<file path="config.mk">
export PLATFORM = sky130hd
export DESIGN_NAME = chm_ctrl
export DESIGN_NICKNAME = d
export VERILOG_FILES = /design/src/hdl/chm_pkg.sv /design/src/hdl/chm_ctrl.sv
export VERILOG_INCLUDE_DIRS = /design/src /design/src/hdl
export SDC_FILE = /design/constraint.sdc
export NUM_CORES = 1
export LEC_CHECK = 0
export BUFFER_PORTS_ARGS = -buffer_cell sky130_fd_sc_hd__buf_2
export CAP_MARGIN = 15
export CORE_MARGIN = 2
export CORE_UTILIZATION = 39
export CTS_CLUSTER_DIAMETER = 30
export DETAILED_ROUTE_END_ITERATION = 10
export PLACE_DENSITY = 0.7
export SETUP_SLACK_MARGIN = 0.5
export SYNTH_ARGS = -nofsm -noshare
export SYNTH_HDL_FRONTEND = slang
export SYNTH_SLANG_ARGS = --single-unit
</file>
<file path="constraint.sdc">
create_clock -name clk -period 1.3 [get_ports clk]
set_input_delay 0.065 -clock clk [delete_from_list [all_inputs] [get_ports clk]]
set_output_delay 0.065 -clock clk [all_outputs]
set_load 0.01 [all_outputs]
</file>
<file path="src/hdl/chained_hash_map_top_macros.svh">
// ----------------------------------------------------------------------------
// chained_hash_map_top_macros.svh
// Assertion macros shared by the hash map RTL; empty in synthesis.
// ----------------------------------------------------------------------------
`ifndef CHAINED_HASH_MAP_TOP_MACROS_SVH
`define CHAINED_HASH_MAP_TOP_MACROS_SVH

`ifndef SYNTHESIS
`define CHM_ASSERT(lbl, clk, rst_n, prop) \
  lbl: assert property (@(posedge clk) disable iff (!rst_n) (prop)) \
    else $error("hash map assertion failed");
`define CHM_ASSERT_IMP(lbl, clk, rst_n, ante, cons) \
  lbl: assert property (@(posedge clk) disable iff (!rst_n) (ante) |-> (cons)) \
    else $error("hash map implication failed");
`else
`define CHM_ASSERT(lbl, clk, rst_n, prop)
`define CHM_ASSERT_IMP(lbl, clk, rst_n, ante, cons)
`endif

`endif

</file>
<file path="src/hdl/chm_pkg.sv">
// ----------------------------------------------------------------------------
// chm_pkg
// Transaction types, opcodes and controller/datapath interface structs.
// ----------------------------------------------------------------------------
package chm_pkg;

  localparam int KEY_W     = 31;
  localparam int DATA_W    = 32;
  localparam int COUNT_W   = 9;

  typedef enum logic [1:0] {
    OP_PUT      = 2'd0,
    OP_GET      = 2'd1,
    OP_CONTAINS = 2'd2,
    OP_REMOVE   = 2'd3
  } op_t;

  typedef struct packed {
    logic [1:0]              opcode;
    logic [KEY_W-1:0]        key;
    logic signed [DATA_W-1:0] data_in;
  } chm_in_t;

  typedef struct packed {
    logic                     found;
    logic signed [DATA_W-1:0] data_out;
    logic                     status;
    logic [COUNT_W-1:0]       entry_count;
  } chm_out_t;

  typedef struct packed {
    logic accept;
    logic clr_step;
    logic head_rd;
    logic head_load;
    logic walk;
    logic hit_load;
    logic pop_rd;
    logic pop_load;
    logic fresh_take;
    logic put_data;
    logic link_new;
    logic link_prev;
    logic unl_hit;
    logic unl_prev;
    logic full;
    logic finish;
  } chm_cmd_t;

  typedef struct packed {
    op_t  op;
    logic found;
    logic clr_last;
    logic mod_done;
    logic head_nil;
    logic key_match;
    logic next_nil;
    logic free_nil;
    logic fresh_avail;
    logic prev_nil;
    logic out_free;
  } chm_stat_t;

endpackage

</file>
<file path="src/hdl/chm_ctrl.sv">
// ----------------------------------------------------------------------------
// chm_ctrl
// Sequencer: bucket clear after reset, then per transaction hash, chain walk,
// update and result hand-off.
// ----------------------------------------------------------------------------
`include "chained_hash_map_top_macros.svh"

module chm_ctrl (
  input  logic                 clk,
  input  logic                 rst_n,
  input  logic                 in_valid,
  output logic                 in_stall,
  input  chm_pkg::chm_stat_t   stat,
  output chm_pkg::chm_cmd_t    cmd
);

  typedef enum logic [3:0] {
    ST_CLEAR,
    ST_IDLE,
    ST_MOD,
    ST_HEAD,
    ST_CMP,
    ST_RES,
    ST_POP,
    ST_LINK,
    ST_LINK_P,
    ST_UNL_P,
    ST_FIN
  } state_t;

  state_t state_r;
  state_t state_nxt;

  always_ff @(posedge clk) begin
    if (!rst_n) begin
      state_r <= ST_CLEAR;
    end else begin
      state_r <= state_nxt;
    end
  end

  assign in_stall = (state_r != ST_IDLE);

  always_comb begin
    state_nxt = state_r;
    cmd       = '0;
    unique case (state_r)
      ST_CLEAR: begin
        cmd.clr_step = 1'b1;
        if (stat.clr_last) begin
          state_nxt = ST_IDLE;
        end
      end
      ST_IDLE: begin
        if (in_valid) begin
          cmd.accept = 1'b1;
          state_nxt  = ST_MOD;
        end
      end
      ST_MOD: begin
        if (stat.mod_done) begin
          cmd.head_rd = 1'b1;
          state_nxt   = ST_HEAD;
        end
      end
      ST_HEAD: begin
        cmd.head_load = 1'b1;
        state_nxt     = stat.head_nil ? ST_RES : ST_CMP;
      end
      ST_CMP: begin
        if (stat.key_match) begin
          cmd.hit_load = 1'b1;
          state_nxt    = ST_RES;
        end else begin
          cmd.walk  = 1'b1;
          state_nxt = stat.next_nil ? ST_RES : ST_CMP;
        end
      end
      ST_RES: begin
        state_nxt = ST_FIN;
        unique case (stat.op) inside
          chm_pkg::OP_PUT: begin
            if (stat.found) begin
              cmd.put_data = 1'b1;
            end else if (!stat.free_nil) begin
              cmd.pop_rd = 1'b1;
              state_nxt  = ST_POP;
            end else if (stat.fresh_avail) begin
              cmd.fresh_take = 1'b1;
              state_nxt      = ST_LINK;
            end else begin
              cmd.full = 1'b1;
            end
          end
          chm_pkg::OP_REMOVE: begin
            if (stat.found) begin
              cmd.unl_hit = 1'b1;
              state_nxt   = stat.prev_nil ? ST_FIN : ST_UNL_P;
            end
          end
          chm_pkg::OP_GET, chm_pkg::OP_CONTAINS: begin
            state_nxt = ST_FIN;
          end
        endcase
      end
      ST_POP: begin
        cmd.pop_load = 1'b1;
        state_nxt    = ST_LINK;
      end
      ST_LINK: begin
        cmd.link_new = 1'b1;
        state_nxt    = stat.prev_nil ? ST_FIN : ST_LINK_P;
      end
      ST_LINK_P: begin
        cmd.link_prev = 1'b1;
        state_nxt     = ST_FIN;
      end
      ST_UNL_P: begin
        cmd.unl_prev = 1'b1;
        state_nxt    = ST_FIN;
      end
      ST_FIN: begin
        if (stat.out_free) begin
          cmd.finish = 1'b1;
          state_nxt  = ST_IDLE;
        end
      end
      default: begin
        state_nxt = ST_CLEAR;
      end
    endcase
  end

  `CHM_ASSERT_IMP(a_prev_write, clk, rst_n, cmd.link_prev || cmd.unl_prev, !stat.prev_nil)
  `CHM_ASSERT_IMP(a_fresh_take, clk, rst_n, cmd.fresh_take, stat.fresh_avail && stat.free_nil)
  `CHM_ASSERT(a_one_accept, clk, rst_n, (in_valid && !in_stall) |=> in_stall)

endmodule

</file>
# Word level (Yosys, flattened, before mapping)
# Cells that the tools add are included.
dict set report totals {
  register_bits 4
  output_inout_bits 17
}
dict set report op_classes {
  n_eq_ne 18
  muxes 47
  reduce_logical 5
}
# cell count
set op_table {}
lappend op_table {{case mux 4 bit (10 select lines)} 1}
lappend op_table {{two-way mux 1 bit} 32}
lappend op_table {{two-way mux 4 bit} 7}
lappend op_table {{== test 4 x 3 -> 1 bit, second input constant} 4}
lappend op_table {{== test 4 bit, second input constant} 3}
lappend op_table {{two-way mux 2 bit} 6}
lappend op_table {{case mux 4 bit (3 select lines)} 1}
lappend op_table {{== test 4 x 2 -> 1 bit, second input constant} 2}
lappend op_table {{!= test 2 bit, second input constant} 4}
lappend op_table {{== test 2 bit, second input constant} 2}
lappend op_table {{== test 4 x 1 -> 1 bit, second input constant} 1}
lappend op_table {{zero test 4 bit} 1}
lappend op_table {{!= test 4 x 1 -> 1 bit, second input constant} 1}
lappend op_table {{AND reduction 4 bit} 1}
lappend op_table {{OR reduction 2 bit} 2}
lappend op_table {{== test 2 x 1 -> 1 bit, second input constant} 1}
lappend op_table {{zero test 2 bit} 1}

# Logic depth before layout (Yosys ltp)
# Gate-level depths: netlist (run 1).
dict set report depth {
  word_depth 5
  ltp_mapped 6
}

# Least setup slack after synthesis (run 1)
# No wires, ideal clock.
dict set report synth_timing {
  path_kind {register -> register}
  startpoint {register state_r[1]}
  endpoint {register state_r[0]}
  arrival_ns 1.302
  path_slack_ns -0.119
  path_stages_with_launch 4
  n_path_buf 0
  cell_sequence {dfxtp_1 -> nor4_1 -> a222oi_1 -> a41o_1}
}
dict set report synth_between {
  elab_chain_len 3
  elab_cells_between_ends 18
  classes_between {14 x eq/ne; 1 x mux; 3 x reduce/logical}
}
# element line_no
set synth_lines {}
lappend synth_lines {{start: declaration} chm_ctrl.sv:31} ;# state_t state_r;
lappend synth_lines {{start signal: assignment} chm_ctrl.sv:38} ;# state_r <= state_nxt;
lappend synth_lines {{== test 4 bit, or another cell as far along} chm_ctrl.sv:47} ;# unique case (state_r)
lappend synth_lines {{OR reduction 2 bit (no line) or != test 2 bit (tied branches)} -}
lappend synth_lines {{case mux 4 bit (10 select lines) or AND reduction 4 bit (tied branches)} -}
# Parallel ways exist; a longest one is shown, timed or not.
# A chain may end at the register's enable or synchronous reset.

==> results of run 1 <==
-- routing by layer --
layer / track usage [%] / routed length [um]
met4: 13.3 / 119
met2: 49.3 / 1420
met3: 3.40 / 119
met5: 0 / 0
met1: 39.4 / 1150
-- cells in the final DEF (no fill, tap or decap), types with 3 or more instances in the layout --
cell,count
sky130_fd_sc_hd__buf_2,23
sky130_fd_sc_hd__dfxtp_4,4
sky130_fd_sc_hd__clkbuf_4,3
sky130_fd_sc_hd__and3_4,4
sky130_fd_sc_hd__buf_4,12
sky130_fd_sc_hd__nor3_2,3
sky130_fd_sc_hd__buf_6,21
sky130_fd_sc_hd__inv_1,4
sky130_fd_sc_hd__nor2_4,4
sky130_fd_sc_hd__ha_1,3
sky130_fd_sc_hd__nand2_1,3
sky130_fd_sc_hd__and2_4,3
sky130_fd_sc_hd__o21ai_0,3
sky130_fd_sc_hd__nor2_1,4
-- kinds of logic after synthesis --
kind of cell	synth area share, %
compound gates	19.0
fa+ha+maj	6.26
buf+inv	8.14
flops	13.4
mux	1.67
simple gates	51.6
-- repair_timing --
| item | in CTS | in global routing |
|---|---|---|
| setup buffers | 11 | 2 |
| endpoints found under the setup margin | 21 | 21 |
| pin swaps | 9 | 9 |
| resized for setup | 34 | 9 |
-- metrics by stage --
| step | hold WS, ps | cells | TNS [ps] | power, mW | setup slack, ps |
|---|---|---|---|---|---|
| final | 148 | 153 | -873 | 1.84 | -139 |
| after global routing | 150 | 153 | -1510 | 1.93 | -211 |
| after CTS | 132 | 151 | -479 | 1.67 | -125 |
| after detailed placement | 367 | 137 | -28.8 | 1.14 | -28.8 |
| after global placement | 365 | 137 | -0.131 | 1.12 | -0.131 |
| after floorplan | 163 | 80 | 0 | 0.768 | 96.8 |
-- area by class of cell --
type	count	area, um2
Clock buffer	3	22.5
Fill cell	78	191
Inverter	4	15.0
Sequential cell	4	95.1
Timing Repair Buffer	58	482
Tap cell	16	20.0
Multi-Input combinational cell	68	646
-- path summary, 6_finish.rpt --
kind | from | endpoint | slack, ps | cells after the start
worst max-delay path | state_r[3] | cmd[9] | -140 | 4
worst min-delay path | rst_n | state_r[3] | 150 | 2
worst max register to register | state_r[1] | state_r[0] | -80 | 6
worst min register to register | state_r[0] | state_r[2] | 670 | 2
-- critical path, stage by stage (launching register included) --
cell                       delay [ps]
sky130_fd_sc_hd__dfxtp_4          350
sky130_fd_sc_hd__and4bb_4         370
sky130_fd_sc_hd__nand2_4           80
sky130_fd_sc_hd__nor3_2           170
sky130_fd_sc_hd__buf_2            160
-- power breakdown --
| group | switching (mW) | leakage, nW | internal, mW |
|---|---|---|---|
| combinational | 0.609 | 0.567 | 0.823 |
| sequential | 0.0738 | 0.0356 | 0.176 |
| clock | 0.0519 | 0.0138 | 0.103 |
| total | 0.735 | 0.617 | 1.10 |
==> results.toml, run 1 <==
[run_status]
status = "finished with violations"
failed_checks = "setup timing"

[cts]
cts_root_buffer = "sky130_fd_sc_hd__clkbuf_4"
cts_tree = "done"
cts_buffers = 3
cts_buffer_depth = 2
cts_hold_buffers = 0
clock_sinks = 4
clk_pin_slew_worst_setup_hold_paths_ps = 40
htree_levels = 1
clk_latency_ps = 240

[layout]
design.final.nets = 157
area.growth.synth_to_final_pct = 114
finalInstanceArea_um2 = 1280
final_layout_size_suffix_gt1_share_pct = 72.3
diodes = 0
top_register_by_number_of_flip_flops = "state_r"
finish.utilization_pct = 87.0
largest_registers = "state_r x4"
largest_register_ff_count = 4

[yosys]
synth_top_cell_area_share_pct = 13.4
dominantRegCellSynth = "sky130_fd_sc_hd__dfxtp_1"
synth_edf_count = 0
async_reset_ff_share_pct = 0
synth_seq_area_share_pct = 13.4
post_synth_inst_count = 80
synth-warning-count = 0
mappedNetlistArea_um2 = 599
synth_cell_types = 36
synthesis.area_per_instance_um2 = 7.49
synth.net_count = 98
synth_top_cells_by_area = "sky130_fd_sc_hd__dfxtp_1, sky130_fd_sc_hd__and3_1, sky130_fd_sc_hd__ha_1"
yosys.cell_count.top_type = "sky130_fd_sc_hd__nor2_1"
yosysTopAreaCell = "sky130_fd_sc_hd__dfxtp_1"
netlist_top_cells_count = "sky130_fd_sc_hd__nor2_1, sky130_fd_sc_hd__and3_1, sky130_fd_sc_hd__nand2_1"
synth_seq_cells = 4

[timing]
finalSetupViolations = 15
timing.slew.headroom_pct = 74.1
final_critical_path_setup_slack_ps = -139
rsz0062_at_grt = "true"
post-route-min-period_ps = 1440
timing.final.hold_violations = 0
finalCritPeriodShare_pct = 111
max_clock_freq_mhz = 695
timing_worst_slew_pin_value_ps = 389
finClkSkew_ps = 5.90
timing.final.max_slew_violations = 0

[drt]
final_antenna_net_count = 0
detailedRoute.firstPassIterationCount = 4
via_count = 921
totalWireLength_um = 2810
drt_drc_violations_left = 0
avgViaCountPerCell = 6.02
initialDrtViolationCount = 33
wl_per_cell_um = 18.4

[die]
core.rowCount = 14
die-height_um = 43.2
die_area_um2 = 1870
dieWidth_um = 43.2
num_io_pins = 32
floorplan.initialDensity_pct = 40.7
core_region_area_um2 = 1470

[critical_path]
cp_data_required_time_ps = 1240
endpoint_type_of_the_worst_setup_path = "output port"
critical_path_arrival_ps = 1370
critical_path_peak_fanout = 5
path_type_of_the_worst_setup_path = "reg2out"
setup.worst_path.start_class = "register"

[min_path]
min-delay-path-class = "in2reg"

[grt]
grt_first_pass_wirelength_um = 4200
grt_overflow_total = 0
groute.usage.overall_pct = 30.2
first_global_vias = 860
grt_antenna_before_repair = 0
grt_max_degree = 8

[place]
detailed_place.area_um2 = 972
place.port_buffers = 31
dpl.hpwl_um = 1400
final_weighted_congestion_in_routability_driven_placement = 0.800

[run]
maxCapViolCount = 0

[power_and_ir_drop]
vdd_drop_max_mv = 1.17
power.static_leakage_nw = 0.617
power_per_cell_area_nw_per_um2 = 1430
Note: power is estimated with default switching activity, not from simulation.
==> run 2: changes to the inputs <==
CELL_PAD_IN_SITES_DETAIL_PLACEMENT = 2   (was default)
CELL_PAD_IN_SITES_GLOBAL_PLACEMENT = 2   (was default)
CORE_ASPECT_RATIO = 1.75   (was default)
CORE_UTILIZATION = 20   (was 39)
PLACE_DENSITY = 0.69   (was 0.7)
==> results.toml, run 2 (same netlist as run 1, synthesis figures left out) <==
[critical_path]
critical_path_peak_fanout = 6
setup.worst_path.start_class = "register"
path_type_of_the_worst_setup_path = "reg2out"
critical_path_arrival_ps = 1330
cp_data_required_time_ps = 1240
endpoint_type_of_the_worst_setup_path = "output port"

[layout]
diodes = 0
stdcell_count = 163
largest_register_ff_count = 4
top_register_by_number_of_flip_flops = "state_r"
fill_cells = 329
mostFrequentLayoutCells = "sky130_fd_sc_hd__buf_2, sky130_fd_sc_hd__buf_4, sky130_fd_sc_hd__buf_6"
final_layout_size_suffix_gt1_share_pct = 69.6
multi_input_area_um2 = 631
area.growth.synth_to_final_pct = 108
largest_registers = "state_r x4"
sequential_cell_area_um2 = 95.1
layout_commonest_cell = "sky130_fd_sc_hd__buf_2"
finish.utilization_pct = 43.0
design.final.nets = 154

[run_status]
status = "finished with violations"
failed_checks = "setup timing"

[die]
die-height_um = 76.4
core.rowCount = 26
floorplan.initialDensity_pct = 20.7
die_area_um2 = 3470
core_region_area_um2 = 2900
num_io_pins = 32
dieWidth_um = 45.4

[drt]
drt_drc_violations_left = 0
final_antenna_net_count = 0
avgViaCountPerCell = 5.20
via_count = 848
wl_per_cell_um = 17.3
initialDrtViolationCount = 8
totalWireLength_um = 2810
detailedRoute.firstPassIterationCount = 4

[timing]
finClkSkew_ps = 3.23
rsz0062_at_grt = "true"
finalCritPeriodShare_pct = 107
hold_slack_ps = 154
finalSetupViolations = 8
post-route-min-period_ps = 1390
timing.final.hold_violations = 0
max_clock_freq_mhz = 718
timing.final.max_slew_violations = 0
final_critical_path_setup_slack_ps = -92.1
timing.slew.headroom_pct = 78.9
timing_worst_slew_pin_value_ps = 307
totalNegativeSetupSlack_ps = -327

[cts]
cts_tree = "done"
cts_buffers = 3
cts_hold_buffers = 0
cts_root_buffer = "sky130_fd_sc_hd__clkbuf_8"
clock_sinks = 4
htree_levels = 1
clk_latency_ps = 220
clk_pin_slew_worst_setup_hold_paths_ps = 30
cts_buffer_depth = 2

[power_and_ir_drop]
p_total_mw = 1.74
power_per_cell_area_nw_per_um2 = 1390
power.static_leakage_nw = 0.592
vdd_drop_max_mv = 0.629

[grt]
gr_met2_demand_resource_pct = 34.9
globalRouteMet1Util_pct = 16.8
grt_util_met3_pct = 1.66
grt-busiest-layer = "met2"
first_global_vias = 939
groute.usage.overall_pct = 17.5
grt_first_pass_wirelength_um = 4570
grt_antenna_before_repair = 0
grt_max_degree = 12
grt_overflow_total = 0

[place]
placed_cells = 149
place.port_buffers = 31
dpl.hpwl_um = 2000
final_weighted_congestion_in_routability_driven_placement = 0.725

[min_path]
min-delay-path-class = "in2reg"

[run]
maxCapViolCount = 0
==> run 2: changes by cell type in the layout (fill, tap and decap cells not counted), moves of 2 or more <==
cell and change:
sky130_fd_sc_hd__buf_4 +4, sky130_fd_sc_hd__buf_6 -6, sky130_fd_sc_hd__clkbuf_4 -3, sky130_fd_sc_hd__clkbuf_8 +3, sky130_fd_sc_hd__nor2_2 +2, sky130_fd_sc_hd__nor2_4 -2
==> run 2: power breakdown <==
group,internal [mW],switching (mW)
Clock,0.210,0.0681
Combinational,0.657,0.526
Sequential,0.176,0.0992
Total,1.04,0.693
==> run 2: worst paths after layout <==
kind	slack [ps]	cells after the start	endpoint	start
max reg2reg	-60	4	state_r[0]	state_r[2]
max	-90	4	cmd[1]	state_r[1]
min reg2reg	690	2	state_r[2]	state_r[0]
min	150	2	state_r[3]	rst_n
==> run 2: what timing repair did <==
| item | 4_1_cts | 5_1_grt |
|---|---|---|
| endpoints found under the hold margin | 0 | 0 |
| setup buffers | 8 | 2 |
| resized for setup | 28 | 7 |
| pin swaps | 11 | 5 |
| endpoints found under the setup margin | 21 | 21 |
==> run 2: metal layers <==
metal / routed length, um / up-vias / part of all wire (%)
met5: 0 / - / 0
met4: 13 / 0 / 0.46
met3: 85 / 2 / 3.0
met2: 1840 / 22 / 65
met1: 872 / 418 / 31
li1: - / 406 / -
==> run 2: final cells by class <==
type | instances | area share, %
Multi-Input combinational cell | 68 | 50.7
Timing Repair Buffer | 55 | 34.1
Sequential cell | 4 | 7.64
Clock buffer | 4 | 3.62
Tap cell | 28 | 2.81
Inverter | 4 | 1.21
==> run 2: per-stage QoR <==
| stage | instance area, um2 | worst slack (ps) |
|---|---|---|
| 2_1_floorplan | 708 | 96.8 |
| 3_3_place_gp | 975 | -15.6 |
| 3_5_place_dp | 975 | -75.3 |
| 4_1_cts | 1200 | -109 |
| 5_1_grt | 1240 | -137 |
| 6_report | 1240 | -92.1 |
==> run 2: worst max-delay path: stages (launching register included) <==
cell and delay, ps:
sky130_fd_sc_hd__dfxtp_4 360, sky130_fd_sc_hd__and4bb_4 380, sky130_fd_sc_hd__nand2_4 80, sky130_fd_sc_hd__nor3b_2 140
sky130_fd_sc_hd__buf_2 140
==> run 3: changes to the inputs <==
CORE_MARGIN = default   (was 2)
SKIP_LAST_GASP = 1   (was default)
==> results.toml, run 3 (same netlist as run 1, synthesis figures left out) <==
[timing]
finClkSkew_ps = 5.72
rsz0062_at_grt = "true"
timing.slew.headroom_pct = 66.6
max_clock_freq_mhz = 710
timing.final.max_slew_violations = 0
totalNegativeSetupSlack_ps = -710
hold_slack_ps = 158
finalSetupViolations = 16
post-route-min-period_ps = 1410
timing_worst_slew_pin_value_ps = 499
finalCritPeriodShare_pct = 108
timing.final.hold_violations = 0
final_critical_path_setup_slack_ps = -108

[layout]
top_register_by_number_of_flip_flops = "state_r"
finalInstanceArea_um2 = 1280
mostFrequentLayoutCells = "sky130_fd_sc_hd__buf_2, sky130_fd_sc_hd__buf_6, sky130_fd_sc_hd__buf_4"
layout_commonest_cell = "sky130_fd_sc_hd__buf_2"
design.final.nets = 158
largest_registers = "state_r x4"
largest_register_ff_count = 4
area.growth.synth_to_final_pct = 114
diodes = 0
final_layout_size_suffix_gt1_share_pct = 71.0

[critical_path]
setup.worst_path.start_class = "register"
critical_path.max_stage_delay_ps = 370
cp_data_required_time_ps = 1240
cp_slowest_cell = "sky130_fd_sc_hd__and4bb_4"
path_type_of_the_worst_setup_path = "reg2out"
worstPathCellList = "and4bb_4 > nand2_4 > buf_4 > nor2_4 > buf_6"
critical_path_peak_fanout = 7
endpoint_type_of_the_worst_setup_path = "output port"
cp.buffers_inverters = 2
cp_top_family = "simple AND/OR/NAND/NOR gates"
critical_path_arrival_ps = 1340

[power_and_ir_drop]
vdd_drop_max_mv = 0.771
flop_pwr_share_pct = 14.2
power.static_leakage_nw = 0.619
clkPwrFrac_pct = 16.1
p_total_mw = 1.77
power_per_cell_area_nw_per_um2 = 1380
p_sw_mw = 0.721
netSwitchingFraction_pct = 40.7
power.internal_mw = 1.05
combinational_power_share_pct = 69.8

[grt]
grt_first_pass_wirelength_um = 4820
grt_max_degree = 11
grt_overflow_total = 0
groute.usage.overall_pct = 20.6
first_global_vias = 996
grt_antenna_before_repair = 0

[place]
final_weighted_congestion_in_routability_driven_placement = 0.706
detailed_place.area_um2 = 966
place.port_buffers = 31
detailedPlace.worstSlack_ps = -47.3
dpl.hpwl_um = 2050

[cts]
htree_levels = 1
clk_latency_ps = 230
clock_sinks = 4
cts_root_buffer = "sky130_fd_sc_hd__clkbuf_8"
cts_buffers = 3
cts_buffer_depth = 2
cts_tree = "done"
clk_pin_slew_worst_setup_hold_paths_ps = 40

[die]
dieWidth_um = 43.4
core_region_area_um2 = 2780
num_io_pins = 32
die_area_um2 = 3230
floorplan.initialDensity_pct = 21.5
die-height_um = 74.4
core.rowCount = 25

[drt]
final_antenna_net_count = 0
wl_per_cell_um = 18.9
drt_drc_violations_left = 5
initialDrtViolationCount = 14
avgViaCountPerCell = 5.41
via_count = 892
detailedRoute.firstPassIterationCount = 7
totalWireLength_um = 3120

[run]
maxCapViolCount = 0

[run_status]
failed_checks = "DRC, setup timing"
status = "finished with violations"

[min_path]
min-delay-path-class = "in2reg"
[run 3: cell types whose count changed in the layout (fill, tap and decap cells not counted), sizes merged]
| cell | before | now |
|---|---|---|
| clkbuf | 4 | 3 |
| buf | 55 | 59 |
[run 3: power by group through the flow]
stage | Combinational [mW] | Sequential, mW | Clock (mW)
detailed placement | 0.816 | 0.274 | 0
floorplan | 0.540 | 0.228 | 0
global placement | 0.788 | 0.262 | 0
global route | 1.32 | 0.252 | 0.295
CTS | 1.06 | 0.234 | 0.272
finish | 1.24 | 0.251 | 0.285
[run 3: repair_timing]
item	CTS	global route
hold endpoints to repair	0	0
pin swaps	8	6
setup buffers	11	4
gates resized for setup	19	19
endpoints found under the setup margin	21	21
hold buffers	0	0
[run 3: final cells by class]
type	count	area [um2]
timing repair buffer	59	472
multi-input combinational	68	628
tap	27	33.8
clock buffer	3	41.3
fill	319	1500
inverter	4	15.0
sequential	4	95.1
[run 3: metrics by stage]
stage	utilization, %	instances
detailed placement	34.7	147
global placement	34.7	147
finish	46.2	165
global route	46.2	165
floorplan	-	80
CTS	42.3	161
[run 3: worst paths after layout]
check | startpoint | end | slack (ps) | cells after the start
setup / recovery | state_r[1] | cmd[6] | -110 | 5
hold / removal | rst_n | state_r[3] | 160 | 2
setup reg to reg | state_r[2] | state_r[0] | -50 | 5
hold reg to reg | state_r[2] | state_r[2] | 670 | 2
[run 3: worst reg2reg max path, stage by stage (launching register included)]
cell	delay, ps
sky130_fd_sc_hd__dfxtp_4	390
sky130_fd_sc_hd__buf_4	140
sky130_fd_sc_hd__nor2_4	40
sky130_fd_sc_hd__a22o_1	170
sky130_fd_sc_hd__a222oi_1	300
sky130_fd_sc_hd__a41o_1	230
[run 3: metal layers]
| metal | share of wire (%) | global-route usage (%) | routed length (um) |
|---|---|---|---|
| met1 | 33 | 16.9 | 1020 |
| met2 | 61 | 45.8 | 1900 |
| met3 | 3.8 | 2.18 | 119 |
| met4 | 2.6 | 7.99 | 80 |
| met5 | 0 | 0 | 0 |
